--- src/rtl/i2cms_pkg.sv ---
// ----------------------------------------------------------------------------
// i2cms_pkg
// Shared types and constants for the I2C master byte sequencer.
// ----------------------------------------------------------------------------
`default_nettype none

package i2cms_pkg;

    // Saturation limit for the data byte count of one transfer
    localparam logic [7:0] MAX_BYTES = 8'd128;

    // Width of the per-transfer event counter (reaches count + 3)
    localparam int PROG_W = 9;

    // Configuration port index width
    localparam int CFG_IDX_W = 2;

    typedef enum logic [1:0] {
        OP_START_WR  = 2'd0,
        OP_START_RD  = 2'd1,
        OP_BYTE_DONE = 2'd2
    } op_t;

    typedef enum logic [CFG_IDX_W-1:0] {
        CFG_SLAVE_ADDR = 2'd0,
        CFG_SUB_ADDR   = 2'd1
    } cfg_idx_t;

    typedef enum logic [1:0] {
        ERR_NONE = 2'd0,
        ERR_ARB  = 2'd1,
        ERR_NAK  = 2'd2,
        ERR_BOTH = 2'd3
    } err_t;

    typedef struct packed {
        logic [1:0] opcode;
        logic [7:0] byte_count;
        logic [7:0] tx_byte;
        logic [7:0] rx_byte;
        logic       arb_lost;
        logic       no_ack;
    } in_item_t;

    typedef struct packed {
        logic       drive_valid;
        logic [7:0] drive_byte;
        logic       repeat_start;
        logic       enter_receive;
        logic       set_nak;
        logic       gen_stop;
        logic       rx_valid;
        logic [7:0] rx_data;
        logic       tx_taken;
        logic [1:0] error_code;
        logic       busy_res;
    } out_item_t;

endpackage

`default_nettype wire

--- src/rtl/i2c_master_byte_sequencer_top.sv ---
// ----------------------------------------------------------------------------
// i2c_master_byte_sequencer_top
// I2C master transfer sequencer: one event beat in, one result beat out.
// ----------------------------------------------------------------------------
// Pipeline: the input beat is held in the input register, then the result
//   is registered in the result register.
// Throughput: one beat per cycle unless out_stall holds a result; the
//   transfer state is stepped inside i2cms_seq, so events go back to back.
// Reset: rst_n asynchronous, active low; clears transfer state, both config
//   registers and the valid flags of the two pipeline registers.
// ----------------------------------------------------------------------------
`default_nettype none

module i2c_master_byte_sequencer_top (
    input  wire                            clk,
    input  wire                            rst_n,
    // event channel
    input  wire                            in_valid,
    output logic                           in_stall,
    input  wire i2cms_pkg::in_item_t       in_data,
    // result channel
    output logic                           out_valid,
    input  wire                            out_stall,
    output i2cms_pkg::out_item_t           out_data,
    // config write channel
    input  wire                            cfg_valid,
    output logic                           cfg_ready,
    input  wire [i2cms_pkg::CFG_IDX_W-1:0] cfg_index,
    input  wire [7:0]                      cfg_data
);
    import i2cms_pkg::*;

    // input register
    logic      in_vld_reg;
    in_item_t  in_item_reg;

    // result register
    logic      out_vld_reg;
    out_item_t out_item_reg;

    logic      advance;   // result register free or draining this cycle
    logic      step;      // buffered beat moves through the sequencer
    out_item_t res;

    assign advance   = !out_vld_reg || !out_stall;
    assign step      = in_vld_reg && advance;

    // the input register is full and cannot move on
    assign in_stall  = in_vld_reg && !advance;

    // config is always taken; writes happen only while idle is a rule for the user, not enforced here
    assign cfg_ready = 1'b1;

    assign out_valid = out_vld_reg;
    assign out_data  = out_item_reg;

    always_ff @(posedge clk or negedge rst_n)
    begin
        if (!rst_n)
            in_vld_reg <= 1'b0;
        else if (!in_stall)
            in_vld_reg <= in_valid;
    end

    always_ff @(posedge clk)
    begin
        if (!in_stall && in_valid)
            in_item_reg <= in_data;
    end

    i2cms_seq u_seq (
        .clk       (clk),
        .rst_n     (rst_n),
        .cfg_we    (cfg_valid && cfg_ready),
        .cfg_index (cfg_index),
        .cfg_data  (cfg_data),
        .step      (step),
        .item      (in_item_reg),
        .res       (res)
    );

    always_ff @(posedge clk or negedge rst_n)
    begin
        if (!rst_n)
            out_vld_reg <= 1'b0;
        else if (advance)
            out_vld_reg <= in_vld_reg;
    end

    always_ff @(posedge clk)
    begin
        if (step)
            out_item_reg <= res;
    end

    // back-pressure only ever comes from a held result
    a_stall_cause: assert property (@(posedge clk) disable iff (!rst_n)
        in_stall |-> in_vld_reg && out_vld_reg && out_stall)
        else $error("input stalled without a blocked result");

    // every stepped beat lands in the result register
    a_step_lands: assert property (@(posedge clk) disable iff (!rst_n)
        step |=> out_vld_reg)
        else $error("stepped beat lost");

    // a held result is not overwritten
    a_hold: assert property (@(posedge clk) disable iff (!rst_n)
        out_vld_reg && out_stall |=> $stable(out_item_reg))
        else $error("held result changed");

endmodule

`default_nettype wire

--- src/rtl/i2cms_seq.sv ---
// ----------------------------------------------------------------------------
// i2cms_seq
// Transfer state, config registers and the combinational step logic.
// ----------------------------------------------------------------------------
`default_nettype none

module i2cms_seq (
    input  wire                          clk,
    input  wire                          rst_n,
    input  wire                          cfg_we,
    input  wire [i2cms_pkg::CFG_IDX_W-1:0] cfg_index,
    input  wire [7:0]                    cfg_data,
    input  wire                          step,
    input  wire i2cms_pkg::in_item_t     item,
    output i2cms_pkg::out_item_t         res
);
    import i2cms_pkg::*;

    logic [6:0]        slave_addr_reg;
    logic [7:0]        sub_addr_reg;
    logic              active_reg,   active_next;
    logic              is_write_reg, is_write_next;
    logic [PROG_W-1:0] progress_reg, progress_next;
    logic [7:0]        total_reg,    total_next;

    logic [PROG_W-1:0] n_ext;
    logic [7:0]        cnt_sat;

    assign n_ext   = {{(PROG_W-8){1'b0}}, total_reg};
    assign cnt_sat = (item.byte_count > MAX_BYTES) ? MAX_BYTES : item.byte_count;

    // config registers
    always_ff @(posedge clk or negedge rst_n)
    begin
        if (!rst_n)
        begin
            slave_addr_reg <= '0;
            sub_addr_reg   <= '0;
        end
        else if (cfg_we)
        begin
            unique case (cfg_index)
                CFG_SLAVE_ADDR: slave_addr_reg <= cfg_data[6:0];
                CFG_SUB_ADDR:   sub_addr_reg   <= cfg_data;
                default:        ;
            endcase
        end
    end

    always_comb
    begin
        res           = '0;
        active_next   = active_reg;
        is_write_next = is_write_reg;
        progress_next = progress_reg;
        total_next    = total_reg;

        unique case (item.opcode)
            OP_START_WR, OP_START_RD:
            begin
                active_next     = 1'b1;
                is_write_next   = (item.opcode == OP_START_WR);
                progress_next   = '0;
                total_next      = cnt_sat;
                res.drive_valid = 1'b1;
                res.drive_byte  = {slave_addr_reg, 1'b0};
            end
            OP_BYTE_DONE:
            begin
                if (active_reg)
                begin
                    res.error_code = {item.no_ack, item.arb_lost};
                    priority if (item.arb_lost)
                    begin
                        res.gen_stop = 1'b1;
                        active_next  = 1'b0;
                    end
                    else if (item.no_ack && !is_write_reg
                             && progress_reg == n_ext + PROG_W'(3))
                    begin
                        // NAK after the final read byte: stop, nothing stored
                        res.gen_stop = 1'b1;
                        active_next  = 1'b0;
                    end
                    else if (is_write_reg)
                    begin
                        priority if (progress_reg == '0)
                        begin
                            res.drive_valid = 1'b1;
                            res.drive_byte  = sub_addr_reg;
                        end
                        else if (progress_reg == n_ext + PROG_W'(1))
                        begin
                            res.gen_stop = 1'b1;
                            active_next  = 1'b0;
                        end
                        else
                        begin
                            res.drive_valid = 1'b1;
                            res.drive_byte  = item.tx_byte;
                            res.tx_taken    = 1'b1;
                        end
                    end
                    else
                    begin
                        priority if (progress_reg == '0)
                        begin
                            res.drive_valid = 1'b1;
                            res.drive_byte  = sub_addr_reg;
                        end
                        else if (progress_reg == PROG_W'(1))
                        begin
                            res.repeat_start = 1'b1;
                            res.drive_valid  = 1'b1;
                            res.drive_byte   = {slave_addr_reg, 1'b1};
                        end
                        else if (progress_reg == PROG_W'(2))
                        begin
                            res.enter_receive = 1'b1;
                        end
                        else
                        begin
                            if (progress_reg == n_ext + PROG_W'(3))
                            begin
                                res.gen_stop = 1'b1;
                                active_next  = 1'b0;
                            end
                            else if (progress_reg == n_ext + PROG_W'(2))
                            begin
                                res.set_nak = 1'b1;
                            end
                            res.rx_valid = 1'b1;
                            res.rx_data  = item.rx_byte;
                        end
                    end
                    if (active_next)
                        progress_next = progress_reg + PROG_W'(1);
                end
            end
            default: ;
        endcase

        res.busy_res = active_next;
    end

    always_ff @(posedge clk or negedge rst_n)
    begin
        if (!rst_n)
        begin
            active_reg   <= 1'b0;
            is_write_reg <= 1'b0;
            progress_reg <= '0;
            total_reg    <= '0;
        end
        else if (step)
        begin
            active_reg   <= active_next;
            is_write_reg <= is_write_next;
            progress_reg <= progress_next;
            total_reg    <= total_next;
        end
    end

    a_stop_idles: assert property (@(posedge clk) disable iff (!rst_n)
        step && res.gen_stop |=> !active_reg)
        else $error("transfer still active after stop");

    a_start_clears: assert property (@(posedge clk) disable iff (!rst_n)
        step && (item.opcode == OP_START_WR || item.opcode == OP_START_RD)
        |=> active_reg && progress_reg == '0)
        else $error("start did not open a fresh transfer");

    a_rx_in_read: assert property (@(posedge clk) disable iff (!rst_n)
        res.rx_valid |-> !is_write_reg && active_reg)
        else $error("byte stored outside a read");

    a_tx_in_write: assert property (@(posedge clk) disable iff (!rst_n)
        res.tx_taken |-> is_write_reg && active_reg)
        else $error("tx byte taken outside a write");

endmodule

`default_nettype wire
--- config.mk ---
export PLATFORM = sky130hd
export DESIGN_NAME = i2c_master_byte_sequencer_top
export DESIGN_NICKNAME = d
export VERILOG_FILES = /design/src/rtl/i2cms_pkg.sv /design/src/rtl/i2c_master_byte_sequencer_top.sv /design/src/rtl/i2cms_seq.sv
export SDC_FILE = /design/constraint.sdc
export NUM_CORES = 1
export LEC_CHECK = 0
export ABC_AREA = 1
export BUFFER_PORTS_ARGS = -buffer_cell sky130_fd_sc_hd__buf_2
export CORE_MARGIN = 1
export CORE_UTILIZATION = 50
export DETAILED_ROUTE_END_ITERATION = 12
export PLACE_DENSITY = 0.72
export SLEW_MARGIN = 20
export SYNTH_ARGS = -nofsm -noshare
export SYNTH_HDL_FRONTEND = slang
export SYNTH_SLANG_ARGS = --single-unit
--- constraint.sdc ---
create_clock -name clk -period 3.5 [get_ports clk]
set_clock_uncertainty 0.2 [all_clocks]
set_input_delay 0.35 -clock clk [delete_from_list [all_inputs] [get_ports clk]]
set_output_delay 0.35 -clock clk [all_outputs]
set_load 0.02 [all_outputs]
Word-level counts from Yosys, hierarchy flattened --
Cells that the tools add are included.
Storage, ports and cells: register bits 90, output and inout port bits 29
Operators by class: add/sub/neg operators 4, magnitude comparators 1, equality and inequality tests 10, muxes and demuxes 44, bitwise gates (word level) 3, reduce and logical (&&, ||, !) cells 26
Operator list (number):
- 2-to-1 mux 9 bit | 7
- 2-to-1 mux 12 bit | 3
- case mux 9 bit (2 select lines) | 2
- 2-to-1 mux 10 bit | 3
- equality test 9 bit | 3
- 2-to-1 mux 25 bit | 1
- 2-to-1 mux 1 bit | 23
- adder 8 x 2 -> 9 bit (second input constant) | 2
- 2-to-1 mux 13 bit | 1
- OR reduction 6 bit | 2
- 2-to-1 mux 11 bit | 1
- adder 8 x 1 -> 9 bit (second input constant) | 1
- adder 9 x 1 -> 9 bit (second input constant) | 1
- equality test 9 x 1 -> 1 bit (second input constant) | 1
- equality test 9 x 2 -> 1 bit (second input constant) | 1
- logical NOT 9 bit | 1
- OR reduction 9 bit | 1
- > comparator 8 bit (second input constant) | 1
- 2-to-1 mux 8 bit | 1
- AND reduction 2 bit | 4
- OR reduction 8 bit | 1
- OR reduction 7 bit | 1
- logical AND 1 bit | 5
- logical NOT 1 bit | 5
- 11 further kinds | 16

Depth between registers and ports, before layout --
depth in word-level cells 14, gate-level depth with buffers 15, mapped depth without buffers 15

Cells and area by module --
From an unflattened synthesis, not the netlist that was laid out.
Second synthesis, totals: cells, all modules 510, area, all modules 4518.1 sq um
By module, submodules not included:
- i2cms_seq | times used 1, cells each 442, area an instance 2790.2 sq um, seq. area each 850.8 sq um
- i2c_master_byte_sequencer_top | times used 1, cells each 68, area an instance 1727.9 sq um, seq. area each 1671.6 sq um

Worst setup path after synthesis --
No wires, ideal clock.
path kind register -> register, start register out_vld_reg, in the netlist out_valid, end register u_seq.progress_reg[5], library setup time 0.117 ns, data arrival time 2.732 ns, slack 0.451 ns, stages on the path, launching flop included 9, clock period less this slack 3.049 ns, path through dfrtp_1 nand2_1 inv_1 nor2_1 inv_1 nor2_2 nand2_4 nand2_1 nand2_1
Between the ends: longest elaborated chain between the ends 4
Ends and longest elaborated chain:
- start, declared | line i2c_master_byte_sequencer_top.sv:38 | logic out_vld_reg;
- start signal, assigned | line i2c_master_byte_sequencer_top.sv:87 | out_vld_reg <= in_vld_reg;
- logical NOT 1 bit | line i2c_master_byte_sequencer_top.sv:45 | assign advance = !out_vld_reg || !out_stall;
- logical OR 1 bit | line i2c_master_byte_sequencer_top.sv:45
- logical AND 1 bit | line i2c_master_byte_sequencer_top.sv:46 | assign step = in_vld_reg && advance;
- via step | line i2c_master_byte_sequencer_top.sv:42 | logic step;
- AND reduction 4 bit (no line)
- end signal, assigned | line i2cms_seq.sv:159 | progress_reg <= progress_next;
- end, declared | line i2cms_seq.sv:23 | logic [PROG_W-1:0] progress_reg, progress_next;
The timed path passes the listed nets, and every way through them passes these cells. A chain may end at the register's enable or synchronous reset.

==> impl_results.md <==
* Syn nets at 589
* Core area at 8890 µm²
* H-Tree Depth at 3
* FP Rows at 34
* Dpl ws at 918 ps
* Clock transition at the registers of the reported paths at 100 ps
* Warnings from Yosys at 0
* Wire length per cell at 14.2 µm
* Final HPWL DP at 7540 µm
* Tightest Hold Check Type: in -> reg
* Final WL at 10800 µm
* Sequential share of the synthesized area at 0.539
* Syn Std Cell Area at 4680 µm²
* Final setup fails at 0
* Vias in the first global route at 3670
* Required time worst endpoint at 3440 ps
* Antenna cells at 0
* Max Clk Rate at 384 MHz
* DRT iter0 DRCs at 161
* DRT antenna net count at 0
* CTS sink count at 90
* Clk network pwr share at 0.245
* Status: complete, no violations
* Layout cells sized above 1 at 0.186
* Area Growth Syn to Fin at 20.4%
* Final Core Density at 0.634
* Worst slew margin at 0.449
* CTS resizes at 0
* IO Count at 72
* Critical path class: reg -> reg
* Top-area cell type share of the netlist area at 0.346
* Vias at 3878
* Internal power at 1780 µW
* Cts bufs inserted at 9
* First-pass GRT wire length at 17700 µm
* Syn Area/Cell at 8.70 µm²
* Period minus WS final at 2600 ps
* Bufs on Longest Clock Path at 2
* Die area at 9750 µm²
* Switching share of power at 0.360
* Setup crit end kind: flip-flop
* Worst setup SP type: flip-flop
* Vias per std cell at 5.12
* Storage element area at 2520 µm²
* Clk root buf: clkbuf_8
* Comb pwr share at 0.263
* Pleak at 0.00266 µW
* Critical Path Fanout Max at 8
* Total Power at 2780 µW
* Worst-Margin Slew at 826 ps
* Max Slew Vio Count at 0
* Footprint of the multi-input gates at 1850 µm²
* Setup TNS Final at 0 ps
* Final hold vios at 0
* Initial antenna violation count at 0
* Clk_lat worst skew at 370 ps
* Synth area leaders: edfxtp_1, dfrtp_1, nand2_1
* First-pass iteration count of the detailed router at 5
* Pin count of the biggest net entering global routing at 37
* # DRC at 0
* Effective utilization at floorplan at 0.527
* Worst Slack Setup Final at 895 ps
* PwrDens at 493 nW/µm²
* Post-synthesis register bit count at 90
* Gr usage total at 0.235
* Total gr overflow at 0
* Fillers at 750
* Max_cap viols at 0
* Share of power burned in registers at 0.492
* RSZ-0062 raised after global routing: false
* Synth area leader: edfxtp_1
* Netlist cell types at 40
* Die Y at 98.8 µm
* Cells after synthesis at 538
* CTS tree: built
* Net Sw Power at 1000 µW
* CP arrival at 2540 ps
* Part of the cycle the worst path needs at 0.744
* Nets at 695
* GPL Wtd Cong at 0.898
* Buffers on Ports at 70
* Worst vdd ir at 0.000299 V
* Die W at 98.8 µm
* Number of flip-flops under the largest register name at 28
## layer usage
layer	global-route usage	up-vias	wire length [µm]
met5	0	-	0
met4	0.0769	0	216
met3	0.0390	21	444
met2	0.396	120	5250
met1	0.312	1788	4840
li1	-	1949	-
## layout by cell type, fill, tap and decap left out, drive strengths merged, types with 2 or more instances in the layout
cell type    instances
a41oi                2
o211ai               7
dlygate4sd3         31
clkinv               3
xnor2                2
clkinvlp             2
dfrtp               36
xor2                 8
nand3               39
nand4                4
inv                 73
ha                   8
o31ai                3
nor2                61
nor4                 4
o21ai               23
clkbuf               9
edfxtp              54
buf                 72
nor3b                2
a21oi                7
nor3                 5
nand2              186
## final timing paths
path,start,end,slack [ps],cells past startpoint
min in group asynchronous,rst_n,u_seq.progress_reg[2],420,2
setup reg to reg,u_seq.total_reg[1],out_data[23],900,13
max in group asynchronous,rst_n,u_seq.slave_addr_reg[6],2160,2
setup / recovery,u_seq.total_reg[1],out_data[23],900,13
hold / removal,out_stall,out_valid,30,3
hold reg to reg,in_item_reg[25],u_seq.total_reg[6],300,1
## worst max-delay path, stage by stage, from the launching register on
cell      delay [ps]
dfrtp_1          510
inv_1            130
ha_1             330
inv_1             60
nand2_1           50
nand2_1           50
nor2_1           110
nand3_1          100
nor2_2           150
nand3_1          300
nand3_1          170
nand2_1           70
o211ai_1          90
nand2_1           60
## synth_stat cells, drive strengths merged
cell     count
nor3         5
o2111ai      1
nand3       39
nor4         4
nand2      186
a41oi        2
a31oi        1
ha           8
buf          3
conb         1
a22o         1
o21ai       23
o211ai       7
o31ai        3
dfrtp       36
clkbuf       5
mux2         1
a21boi       1
inv         70
xor2         8
xnor2        2
or2          1
nand4        4
clkinv       1
nand3b       1
edfxtp      54
nor3b        2
nor2        61
a21oi        7
## what timing repair did
item	4_1_cts	5_1_grt
buffers inserted	0	0
endpoints found under the hold margin	65	1
hold buffers	30	1
setup endpoints to repair	0	0
## power groups by stage
stage | clock network [µW] | registers (µW) | logic (µW)
3_3_place_gp | 0 | 1390 | 684
3_5_place_dp | 0 | 1390 | 700
5_1_grt | 731 | 1390 | 823
4_1_cts | 692 | 1370 | 728
2_1_floorplan | 0 | 1400 | 482
6_report | 681 | 1370 | 730
## layout make-up
cell class,count,share of cell area
sequential,90,0.447
multi-input combinational,369,0.328
timing repair buffer,103,0.120
inverter,71,0.0477
tap,108,0.0240
clock buffer,9,0.0220
clock inverter,7,0.0109
## through the flow
step	hold slack [ps]	instance area [µm²]	cells
6_report	31.3	5640	757
5_1_grt	53.8	5640	757
4_1_cts	0.766	5630	756
3_5_place_dp	279	5140	710
3_3_place_gp	256	5140	710
2_1_floorplan	-146	4680	538
## cell families (layout without fill, tap and decap cells)
logic type	Yosys count	after routing	share of synthesized area
compound gates	46	46	0.0609
xor+xnor	10	10	0.0187
fa+ha+maj	8	8	0.0214
buf+inv	79	190	0.0665
flops	90	90	0.539
mux	1	1	0.00240
other cells	1	1	0.000801
simple gates	303	303	0.290
Power figures use the tool's default switching activity.
